<file path="src/tmpc_pkg.sv">
// Package for the timed moisture pump controller: constants, payload types, codes and states.
package tmpc_pkg;

  localparam int unsigned TICKS_PER_HOUR = 3600;
  localparam int unsigned CHANNELS = 4;
  localparam int unsigned POT_FULL_SCALE = 1023;

  localparam int unsigned MAX_CHANNELS = 4;
  localparam int unsigned SEC_W = $clog2(TICKS_PER_HOUR);
  localparam int unsigned SAMPLE_W = 10;
  localparam int unsigned HOUR_W = 8;
  localparam int unsigned REM_W = HOUR_W + 1;
  localparam int unsigned REM_CNT_W = $clog2(REM_W + 1);
  localparam int unsigned PROD_W = 20;
  localparam int unsigned MAG_W = 18;
  localparam int unsigned CFG_INDEX_W = 3;
  localparam int unsigned CFG_DATA_W = 10;

  localparam logic [SEC_W-1:0] SEC_LAST = SEC_W'(TICKS_PER_HOUR - 1);
  localparam logic [SAMPLE_W:0] POT_SCALE = (SAMPLE_W + 1)'(POT_FULL_SCALE);

  typedef enum logic [CFG_INDEX_W-1:0] {
    REG_DRY_THRESHOLD  = 3'd0,
    REG_RUN_LIMIT      = 3'd1,
    REG_MIN_SPAN_HOURS = 3'd2,
    REG_MAX_SPAN_HOURS = 3'd3,
    REG_PRESENT_MASK   = 3'd4
  } cfg_reg_t;

  typedef enum logic [3:0] {
    ST_IDLE,
    ST_MAG,
    ST_SPAN,
    ST_HOUR_START,
    ST_HOUR_WAIT,
    ST_SCAN_START,
    ST_SCAN_WAIT,
    ST_APPLY,
    ST_OUT
  } state_t;

  typedef struct packed {
    logic [SAMPLE_W-1:0] pot_reading;
    logic [SAMPLE_W-1:0] moisture_a;
    logic [SAMPLE_W-1:0] moisture_b;
    logic [SAMPLE_W-1:0] moisture_c;
    logic [SAMPLE_W-1:0] moisture_d;
  } in_req_t;

  typedef struct packed {
    logic [MAX_CHANNELS-1:0] pump_gates;
    logic                    scanned;
    logic [HOUR_W-1:0]       span_hours;
  } out_req_t;

  typedef struct packed {
    logic                en;
    logic [SAMPLE_W-1:0] threshold;
    logic [HOUR_W-1:0]   run_limit;
  } lane_ctl_t;

endpackage

</file>
<file path="src/tmpc_rem.sv">
// Serial remainder unit: one restoring step per cycle.
module tmpc_rem (
  input  logic                            clk,
  input  logic                            rst,
  input  logic                            start,
  input  logic [tmpc_pkg::REM_W-1:0]      dividend,
  input  logic [tmpc_pkg::HOUR_W-1:0]     divisor,
  output logic                            done,
  output logic [tmpc_pkg::HOUR_W-1:0]     remainder
);

  logic [tmpc_pkg::REM_CNT_W-1:0] cnt;
  logic [tmpc_pkg::REM_W-1:0]     shift;
  logic [tmpc_pkg::HOUR_W-1:0]    div_q;
  logic [tmpc_pkg::REM_W-1:0]     trial;
  logic                           fits;

  assign trial = {remainder, shift[tmpc_pkg::REM_W-1]};
  assign fits  = trial >= {1'b0, div_q};

  always_ff @(posedge clk) begin
    if (rst) begin
      cnt  <= '0;
      done <= 1'b0;
    end else begin
      done <= 1'b0;
      if (start) begin
        cnt <= tmpc_pkg::REM_CNT_W'(tmpc_pkg::REM_W);
      end else if (cnt != '0) begin
        cnt <= cnt - 1'b1;
        if (cnt == tmpc_pkg::REM_CNT_W'(1)) begin
          done <= 1'b1;
        end
      end
    end
  end

  always_ff @(posedge clk) begin
    if (start) begin
      shift     <= dividend;
      div_q     <= divisor;
      remainder <= '0;
    end else if (cnt != '0) begin
      shift     <= {shift[tmpc_pkg::REM_W-2:0], 1'b0};
      // The partial remainder stays below the divisor, so it fits in eight bits.
      remainder <= fits ? tmpc_pkg::HOUR_W'(trial - {1'b0, div_q})
                        : tmpc_pkg::HOUR_W'(trial);
    end
  end

endmodule

</file>
<file path="src/tmpc_lane.sv">
// One channel lane: pump state and run count, updated on a scan of that channel.
module tmpc_lane (
  input  logic                          clk,
  input  logic                          rst,
  input  tmpc_pkg::lane_ctl_t           ctl,
  input  logic [tmpc_pkg::SAMPLE_W-1:0] sample,
  output logic                          pump_on
);

  logic [tmpc_pkg::HOUR_W-1:0] run_count;
  logic [tmpc_pkg::HOUR_W-1:0] count_inc;

  assign count_inc = run_count + 1'b1;

  always_ff @(posedge clk) begin
    if (rst) begin
      pump_on   <= 1'b0;
      run_count <= '0;
    end else if (ctl.en) begin
      if (sample > ctl.threshold) begin
        // Dry: run one more scan, and force off once the limit is reached.
        if (count_inc == ctl.run_limit) begin
          run_count <= '0;
          pump_on   <= 1'b0;
        end else begin
          run_count <= count_inc;
          pump_on   <= 1'b1;
        end
      end else if (sample < ctl.threshold) begin
        pump_on <= 1'b0;
      end
    end
  end

endmodule

</file>
<file path="src/timed_moisture_pump_control.sv">
// Top level of the timed moisture pump controller: sequencer, span map, lanes and result merge.
//
//   Channel  Direction  Handshake              Payload
//   in       into       in_valid / in_stall    in_data   (pot reading, four moisture samples)
//   out      out of     out_valid / out_stall  out_data  (pump gates, scanned flag, span)
//   cfg      into       cfg_valid / cfg_ready  cfg_index, cfg_data
//
// Each tick request uses the serial remainder unit for the scan interval test, and once
// more before it for the hour counter step when the seconds counter wraps into a new hour
// and max span is nonzero.
// Reset is synchronous and active high and restores the registers, counters and pump states.
// A stalled result stays in the output register; the next tick request is still taken
// and waits only at its final step until the register is free.
module timed_moisture_pump_control (
  input  logic                                clk,
  input  logic                                rst,
  input  logic                                in_valid,
  output logic                                in_stall,
  input  tmpc_pkg::in_req_t                   in_data,
  output logic                                out_valid,
  input  logic                                out_stall,
  output tmpc_pkg::out_req_t                  out_data,
  input  logic                                cfg_valid,
  output logic                                cfg_ready,
  input  logic [tmpc_pkg::CFG_INDEX_W-1:0]    cfg_index,
  input  logic [tmpc_pkg::CFG_DATA_W-1:0]     cfg_data
);

  // Configuration registers.
  logic [tmpc_pkg::SAMPLE_W-1:0]     dry_threshold;
  logic [tmpc_pkg::HOUR_W-1:0]       run_limit;
  logic [tmpc_pkg::HOUR_W-1:0]       min_span_hours;
  logic [tmpc_pkg::HOUR_W-1:0]       max_span_hours;
  logic [tmpc_pkg::MAX_CHANNELS-1:0] present_mask;

  // Sequencer and datapath state.
  tmpc_pkg::state_t                  state;
  tmpc_pkg::state_t                  state_next;
  tmpc_pkg::in_req_t                 req;
  logic [tmpc_pkg::SEC_W-1:0]        second_count;
  logic [tmpc_pkg::HOUR_W-1:0]       hour_count;
  logic                              wrap;
  logic signed [tmpc_pkg::PROD_W-1:0] prod;
  logic [tmpc_pkg::MAG_W-1:0]        mag;
  logic                              neg;
  logic [tmpc_pkg::HOUR_W-1:0]       span;
  logic                              scan;

  // Combinational helpers.
  logic                              accept;
  logic                              rem_start;
  logic [tmpc_pkg::REM_W-1:0]        rem_dividend;
  logic [tmpc_pkg::HOUR_W-1:0]       rem_divisor;
  logic                              rem_done;
  logic [tmpc_pkg::HOUR_W-1:0]       rem_value;
  logic                              lane_fire;
  logic                              out_load;
  logic signed [tmpc_pkg::SAMPLE_W:0] pot_s;
  logic signed [tmpc_pkg::HOUR_W:0]  span_diff;
  logic signed [tmpc_pkg::PROD_W-1:0] prod_next;
  logic [tmpc_pkg::HOUR_W-1:0]       q_coarse;
  logic [tmpc_pkg::SAMPLE_W:0]       q_resid;
  logic [tmpc_pkg::HOUR_W-1:0]       quot;
  logic [tmpc_pkg::HOUR_W-1:0]       eff_span;
  logic [tmpc_pkg::MAX_CHANNELS-1:0] gates;
  logic [tmpc_pkg::SAMPLE_W-1:0]     samples [tmpc_pkg::MAX_CHANNELS];

  assign cfg_ready = 1'b1;
  assign in_stall  = state != tmpc_pkg::ST_IDLE;
  assign accept    = in_valid && !in_stall;

  // Configuration writes.
  always_ff @(posedge clk) begin
    if (rst) begin
      dry_threshold  <= tmpc_pkg::SAMPLE_W'(512);
      run_limit      <= tmpc_pkg::HOUR_W'(5);
      min_span_hours <= tmpc_pkg::HOUR_W'(1);
      max_span_hours <= tmpc_pkg::HOUR_W'(24);
      present_mask   <= '1;
    end else if (cfg_valid && cfg_ready) begin
      case (cfg_index)
        tmpc_pkg::REG_DRY_THRESHOLD:  dry_threshold  <= cfg_data;
        tmpc_pkg::REG_RUN_LIMIT:      run_limit      <= cfg_data[tmpc_pkg::HOUR_W-1:0];
        tmpc_pkg::REG_MIN_SPAN_HOURS: min_span_hours <= cfg_data[tmpc_pkg::HOUR_W-1:0];
        tmpc_pkg::REG_MAX_SPAN_HOURS: max_span_hours <= cfg_data[tmpc_pkg::HOUR_W-1:0];
        tmpc_pkg::REG_PRESENT_MASK:
          present_mask <= cfg_data[tmpc_pkg::MAX_CHANNELS-1:0];
        default: ;
      endcase
    end
  end

  // Span map: pot * (max - min) is formed at acceptance and registered. Its magnitude is
  // divided by 1023 as (m >> 10) plus a single correction, since m mod 1024 plus the
  // coarse quotient stays below twice 1023. The sign is applied afterwards, so the
  // quotient truncates toward zero.
  assign pot_s     = $signed({1'b0, in_data.pot_reading});
  assign span_diff = $signed({1'b0, max_span_hours}) - $signed({1'b0, min_span_hours});
  assign prod_next = pot_s * span_diff;

  assign q_coarse = mag[tmpc_pkg::MAG_W-1:tmpc_pkg::SAMPLE_W];
  assign q_resid  = {1'b0, mag[tmpc_pkg::SAMPLE_W-1:0]} + (tmpc_pkg::SAMPLE_W + 1)'(q_coarse);
  assign quot     = (q_resid >= tmpc_pkg::POT_SCALE) ? q_coarse + 1'b1 : q_coarse;

  // A span of zero scans on every tick, as a span of one would.
  assign eff_span = (span == '0) ? tmpc_pkg::HOUR_W'(1) : span;

  // Sequencer.
  always_ff @(posedge clk) begin
    if (rst) begin
      state <= tmpc_pkg::ST_IDLE;
    end else begin
      state <= state_next;
    end
  end

  always_comb begin
    state_next   = state;
    rem_start    = 1'b0;
    rem_dividend = '0;
    rem_divisor  = max_span_hours;
    lane_fire    = 1'b0;
    out_load     = 1'b0;
    case (state)
      tmpc_pkg::ST_IDLE: begin
        if (accept) begin
          state_next = tmpc_pkg::ST_MAG;
        end
      end
      tmpc_pkg::ST_MAG: begin
        state_next = tmpc_pkg::ST_SPAN;
      end
      tmpc_pkg::ST_SPAN: begin
        state_next = tmpc_pkg::ST_HOUR_START;
      end
      tmpc_pkg::ST_HOUR_START: begin
        // The hour counter steps modulo max span; with max span zero it just clears.
        if (wrap && max_span_hours != '0) begin
          rem_start    = 1'b1;
          rem_dividend = {1'b0, hour_count} + 1'b1;
          rem_divisor  = max_span_hours;
          state_next   = tmpc_pkg::ST_HOUR_WAIT;
        end else begin
          state_next = tmpc_pkg::ST_SCAN_START;
        end
      end
      tmpc_pkg::ST_HOUR_WAIT: begin
        if (rem_done) begin
          state_next = tmpc_pkg::ST_SCAN_START;
        end
      end
      tmpc_pkg::ST_SCAN_START: begin
        rem_start    = 1'b1;
        rem_dividend = {1'b0, hour_count};
        rem_divisor  = eff_span;
        state_next   = tmpc_pkg::ST_SCAN_WAIT;
      end
      tmpc_pkg::ST_SCAN_WAIT: begin
        if (rem_done) begin
          state_next = tmpc_pkg::ST_APPLY;
        end
      end
      tmpc_pkg::ST_APPLY: begin
        lane_fire  = scan;
        state_next = tmpc_pkg::ST_OUT;
      end
      tmpc_pkg::ST_OUT: begin
        if (!out_valid || !out_stall) begin
          out_load   = 1'b1;
          state_next = tmpc_pkg::ST_IDLE;
        end
      end
      default: begin
        state_next = tmpc_pkg::ST_IDLE;
      end
    endcase
  end

  // Second and hour counters.
  always_ff @(posedge clk) begin
    if (rst) begin
      second_count <= '0;
      hour_count   <= '0;
    end else begin
      if (accept) begin
        second_count <= (second_count == tmpc_pkg::SEC_LAST) ? '0 : second_count + 1'b1;
      end
      if (state == tmpc_pkg::ST_HOUR_START && wrap && max_span_hours == '0) begin
        hour_count <= '0;
      end else if (state == tmpc_pkg::ST_HOUR_WAIT && rem_done) begin
        hour_count <= rem_value;
      end
    end
  end

  // Request payload, span datapath and the scan decision.
  always_ff @(posedge clk) begin
    if (accept) begin
      req  <= in_data;
      wrap <= second_count == tmpc_pkg::SEC_LAST;
      prod <= prod_next;
    end
    if (state == tmpc_pkg::ST_MAG) begin
      neg <= prod[tmpc_pkg::PROD_W-1];
      mag <= prod[tmpc_pkg::PROD_W-1] ? tmpc_pkg::MAG_W'(-prod) : tmpc_pkg::MAG_W'(prod);
    end
    if (state == tmpc_pkg::ST_SPAN) begin
      span <= neg ? min_span_hours - quot : min_span_hours + quot;
    end
    if (state == tmpc_pkg::ST_SCAN_WAIT && rem_done) begin
      scan <= rem_value == '0;
    end
  end

  tmpc_rem u_rem (
    .clk       (clk),
    .rst       (rst),
    .start     (rem_start),
    .dividend  (rem_dividend),
    .divisor   (rem_divisor),
    .done      (rem_done),
    .remainder (rem_value)
  );

  // Channel lanes; channels beyond the configured count report their pump as off.
  assign samples[0] = req.moisture_a;
  assign samples[1] = req.moisture_b;
  assign samples[2] = req.moisture_c;
  assign samples[3] = req.moisture_d;

  for (genvar ch = 0; ch < tmpc_pkg::MAX_CHANNELS; ch++) begin : g_lane
    if (ch < tmpc_pkg::CHANNELS) begin : g_on
      tmpc_pkg::lane_ctl_t ctl;

      assign ctl.en        = lane_fire && present_mask[ch];
      assign ctl.threshold = dry_threshold;
      assign ctl.run_limit = run_limit;

      tmpc_lane u_lane (
        .clk     (clk),
        .rst     (rst),
        .ctl     (ctl),
        .sample  (samples[ch]),
        .pump_on (gates[ch])
      );
    end else begin : g_off
      assign gates[ch] = 1'b0;
    end
  end

  // Result register, which merges the lane states with the scan flag and span.
  always_ff @(posedge clk) begin
    if (rst) begin
      out_valid <= 1'b0;
    end else if (out_load) begin
      out_valid <= 1'b1;
    end else if (!out_stall) begin
      out_valid <= 1'b0;
    end
  end

  always_ff @(posedge clk) begin
    if (out_load) begin
      out_data.pump_gates <= gates;
      out_data.scanned    <= scan;
      out_data.span_hours <= span;
    end
  end

`ifndef SYNTHESIS
  // The lanes update only at the apply step of a tick that scans.
  assert property (@(posedge clk) disable iff (rst)
    lane_fire |-> (state == tmpc_pkg::ST_APPLY && scan))
    else $error("lane update outside the apply step of a scanning tick");

  // After a stepped hour wrap, the hour counter is below max span.
  assert property (@(posedge clk) disable iff (rst)
    (state == tmpc_pkg::ST_HOUR_WAIT && rem_done)
      |=> (hour_count < max_span_hours))
    else $error("hour counter not reduced below max span");

  // A result appears only from the final step of a tick.
  assert property (@(posedge clk) disable iff (rst)
    $rose(out_valid) |-> $past(state == tmpc_pkg::ST_OUT))
    else $error("result raised outside the final step");

  // At the scan interval test, the remainder is always below the effective span.
  assert property (@(posedge clk) disable iff (rst)
    (state == tmpc_pkg::ST_SCAN_WAIT && rem_done) |-> (rem_value < eff_span))
    else $error("scan remainder not below the span");
`endif

endmodule

</file>
<file path="config.mk">
export PLATFORM = sky130hd
export DESIGN_NAME = timed_moisture_pump_control
export DESIGN_NICKNAME = d
export VERILOG_FILES = /design/src/tmpc_pkg.sv /design/src/tmpc_rem.sv /design/src/tmpc_lane.sv /design/src/timed_moisture_pump_control.sv
export SDC_FILE = /design/constraint.sdc
export NUM_CORES = 1
export LEC_CHECK = 0
export BUFFER_PORTS_ARGS = -buffer_cell sky130_fd_sc_hd__buf_2
export CELL_PAD_IN_SITES_DETAIL_PLACEMENT = 0
export CELL_PAD_IN_SITES_GLOBAL_PLACEMENT = 1
export CORE_MARGIN = 4
export CORE_UTILIZATION = 45
export CTS_CLUSTER_SIZE = 14
export DETAILED_ROUTE_END_ITERATION = 8
export GPL_TIMING_DRIVEN = 0
export PLACE_DENSITY_LB_ADDON = 0.25
export SYNTH_ARGS = -nofsm -noshare
export SYNTH_HDL_FRONTEND = slang
export SYNTH_SLANG_ARGS = --single-unit
export TNS_END_PERCENT = 20
</file>
<file path="constraint.sdc">
create_clock -name clk -period 17.7 [get_ports clk]
set_clock_uncertainty 0.1 [all_clocks]
set_input_delay 3.54 -clock clk [delete_from_list [all_inputs] [get_ports clk]]
set_output_delay 3.54 -clock clk [all_outputs]
set_load 0.1 [all_outputs]
</file>
==> metrics.md <==
| Metric | Value |
|---|---|
| WL/cell | around 16 microns |
| Clock Sinks | 230 |
| Syn Area/Cell | 9.88 sq um |
| I/O pin total | 84 |
| Adder-cell share of the synthesized area | 19.8% |
| Flop-to-flop setup slack | 10.03 ns |
| Crit path to | prod[19]$_DFFE_PP_ |
| Max-Cap Viols | 0 |
| GP Congestion | between 0.8 and 0.9 |
| Root Buffer | clkbuf_16 |
| Post-cts repair resize count | 0 |
| Crit path kind | in -> reg |
| CP startpoint kind | input pin |
| Slowest cell on the critical path | fa_1 |
| Mux contribution to synthesized area | between 1.5 and 2% |
| Core area | 0.0328 sq mm |
| Fmax | between 100 and 150 MHz |
| Peak supply drop | about 0.000074 V |
| Final Critical Period | ~8.6 ns |
| Cell count after synthesis | about 1500 |
| Endpoint type of the worst setup path | flip-flop |
| Hold Fails Final Rpt | 0 |
| Post-CTS Setup Bufs | 0 |
| Gr usage total | 18.2% |
| Setup tns final | 0 ns |
| Class of the worst hold path | reg -> reg |
| First-pass GRT wire length | between 50000 and 60000 microns |
| Worst R2R Start | min_span_hours[1]$_SDFFE_PP0P_ |
| DR iter-0 viols | 478 |
| Remaining global-route overflow | 0 |
| Distinct cells, synth | 72 |
| P per Cell Area | ~120 mW/mm^2 |
| Initial antenna violation count | 0 |
| FF-to-FF End | prod[19]$_DFFE_PP_ |
| Area Overhead vs Synth | 12.2% |
| Main combinational cell family by area after synthesis | adder cells |
| Ys Warns | 0 |
| Status | finished, final reports clean |
| Commonest non-fill, non-tap cell in the layout | nand2_1 |
| Commonest non-fill, non-tap cells in the layout | nand2_1 (145), ha_1 (140), inv_1 (118), edfxtp_1 (118), dfxtp_1 (112) |
| HPWL Detailed | roughly 25000 microns |
| Buffers on Ports | 81 |
| Yosys reg bits | between 200 and 250 |
| DRC | 0 |
| Simple-gate portion of the synthesized area | 17.6% |
| Worst slew pin tran | approximately 1.2 ns |
| Hold-fix buffers, CTS | 0 |
| CTS Buffer Depth | 3 |
| CP most frequent cell | fa_1 |
| Number of global-route vias before repair | between 10000 and 15000 |
| Synth Net Count | between 1500 and 2000 |
| Max Slew Vio Count | 0 |
| Worst-path fanout max | 9 |
| EDFF count, synth | around 120 |
| Xor-xnor portion of the synthesized cell area | under 10% |
| Antenna diode count | 0 |
| Hold Path Depth | 0 |
| Seq/Total Area, Yosys | around two fifths |
| Pin count of the biggest net entering global routing | 67 |
| TritonCTS buffer count | 26 |
| Largest stage delay, worst path | approximately 0.55 ns |
| FF-to-FF path depth | 29 |
| Static Leak | around 7 nW |
| Skew-Pair Late Insertion Delay | between 0.5 and 0.6 ns |
| CTS tree | done |
| WP data arrival | just under 9 ns |
| Critical Path, Cell by Cell | buf_2, or2_2, fa_1, fa_1, inv_1, fa_1, fa_1, inv_1, fa_1, inv_1, ha_1, a21oi_1, o21bai_1, a21o_1, a21oi_1, o21ai_1, o41ai_1, o21bai_1, a21oi_1, xnor2_1 |
| Relative slew slack | 20.9% |
| Initial core utilization | a little under half |
| # rows | 66 |
| RSZ-0062 raised after global routing | no |
| Fraction of registers with async set/reset | 0% |
| Crit path from | in_data[40] |
| Worst-path clk slew | about 0.060 ns |
| Synth Cell Area | between 0.015 and 0.02 sq mm |
| Die ar. | ~0.036 sq mm |
| Fraction of layout cells with a size suffix above 1 | approximately a tenth |
| Vias per inst | between 5 and 6 |
| Post-synthesis compound-gate area fraction | about a tenth |
| Critical Path RT | about 18 ns |
| Final core utilization | 51.4% |
| Tcrit/Tclk final | between 40% and 50% |
| Prevailing post-synth register cell | edfxtp_1 |
| H-tree Lvls | 1 |
| Final Setup Violations | 0 |
| Total number of vias | ~11000 |
| Detail Route Antenna Nets | 0 |
| Die width | ~190 microns |
| Drt pass-1 iters | 5 |
| Layout Nets | 1902 |
| Fillers | just over 3000 |
| Chip height | 191 microns |
| Final WL | around 33000 microns |
==> state kept, by name (all words and copies together) (netlist names), 4 cells and up <==
signal and count:
g_lane.g_on.u_lane.pump_on 4, out_data 13, g_lane.g_on.u_lane.run_count 32, u_rem.cnt 4, present_mask 4, u_rem.div_q 8, max_span_hours 8, min_span_hours 8
state 4, span 8, u_rem.shift 9, req 40, second_count 12, hour_count 8, u_rem.remainder 8, run_limit 8
dry_threshold 10, prod 19, mag 18
==> layout make-up <==
class	instances	area [sq um]	area share, %
Timing Repair Buffer	83	428	2.54
Sequential cell	230	5790	34.3
Tap cell	442	553	3.28
Clock buffer	32	704	4.18
Multi-Input combinational cell	1129	8630	51.2
Clock inverter	16	133	0.786
Buffer	45	185	1.10
Inverter	118	443	2.63
==> per-stage QoR <==
step           power (W)  hold slack [ns]  cells  instance area, sq um  worst slack, ns
2_1_floorplan    0.00136            0.301   1522                 15000             9.06
3_3_place_gp     0.00152            0.326   2045                 16000             8.55
3_5_place_dp     0.00153            0.332   2047                 16000             8.55
4_1_cts          0.00206            0.349   2095                 16900             9.09
5_1_grt          0.00222            0.355   2095                 16900             8.77
6_report         0.00204            0.344   2095                 16900             9.13
==> metal layers <==
| metal | wire length (microns) | global-route usage, % |
|---|---|---|
| met1 | 16100 | 26.2 |
| met4 | 557 | 3.51 |
| met2 | 14900 | 29.8 |
| met3 | 1170 | 2.09 |
| met5 | 0 | 0 |
==> cells by family (layout without fill, tap and decap cells) <==
family,count (synthesis),in the layout
adders and majority gates,201,201
xor gates and xnor gates,128,128
DFF,230,230
and+or+nand+nor,517,517
muxes,29,29
other,1,1
buffers and inverters,163,294
AOI/OAI and AO/OA,253,253
==> cell usage after synthesis (20+ instances only) <==
library cell | n | area (sq um)
a21o_1 | 22 | 165
a21oi_1 | 86 | 430
and2_1 | 51 | 319
and3_1 | 22 | 138
clkbuf_1 | 35 | 131
dfxtp_1 | 112 | 2240
edfxtp_1 | 118 | 3540
fa_1 | 61 | 1220
ha_1 | 140 | 1750
inv_1 | 118 | 443
mux2i_1 | 29 | 290
nand2_1 | 145 | 544
nand2b_1 | 26 | 163
nand3_1 | 37 | 185
nand4_1 | 22 | 138
nor2_1 | 106 | 398
nor2b_1 | 20 | 125
nor3_1 | 21 | 105
o21ai_0 | 57 | 285
xnor2_1 | 85 | 744
xor2_1 | 42 | 368
==> worst min path at each step <==
| stage | startpoint | end | slack [ns] |
|---|---|---|---|
| 6_report | span[0]$_DFFE_PP_ | out_data[0]$_DFFE_PP_ | 0.34 |
| 5_1_grt | span[0]$_DFFE_PP_ | out_data[0]$_DFFE_PP_ | 0.36 |
| 4_1_cts | g_lane[1].g_on.u_lane.pump_on$_SDFFE_PP0P_ | out_data[10]$_DFFE_PP_ | 0.35 |
| 3_5_place_dp | g_lane[0].g_on.u_lane.pump_on$_SDFFE_PP0P_ | out_data[9]$_DFFE_PP_ | 0.33 |
| 3_3_place_gp | g_lane[1].g_on.u_lane.pump_on$_SDFFE_PP0P_ | out_data[10]$_DFFE_PP_ | 0.33 |
| 2_1_floorplan | g_lane[1].g_on.u_lane.pump_on$_SDFFE_PP0P_ | out_data[10]$_DFFE_PP_ | 0.30 |
==> power by group <==
part | switching, W | leakage [nW] | internal [W] | total, W
sequential | 0.0000508 | 2.03 | 0.000684 | 0.000735
combinational | 0.000424 | 4.57 | 0.000354 | 0.000779
clock | 0.000215 | 0.409 | 0.000311 | 0.000526
total | 0.000690 | 7.00 | 0.00135 | 0.00204
==> worst max-delay path: cells and delay by family <==
| family | cells | cell delay (ns) |
|---|---|---|
| AND/OR/NAND/NOR | 1 | 0.33 |
| adder cells (fa/ha/maj) | 6 | 2.94 |
| AO/OA/AOI/OAI | 8 | 1.55 |
| XOR/XNOR | 1 | 0.08 |
| buffers and inverters | 4 | 0.31 |
Note: power is estimated with default switching activity, not from simulation.
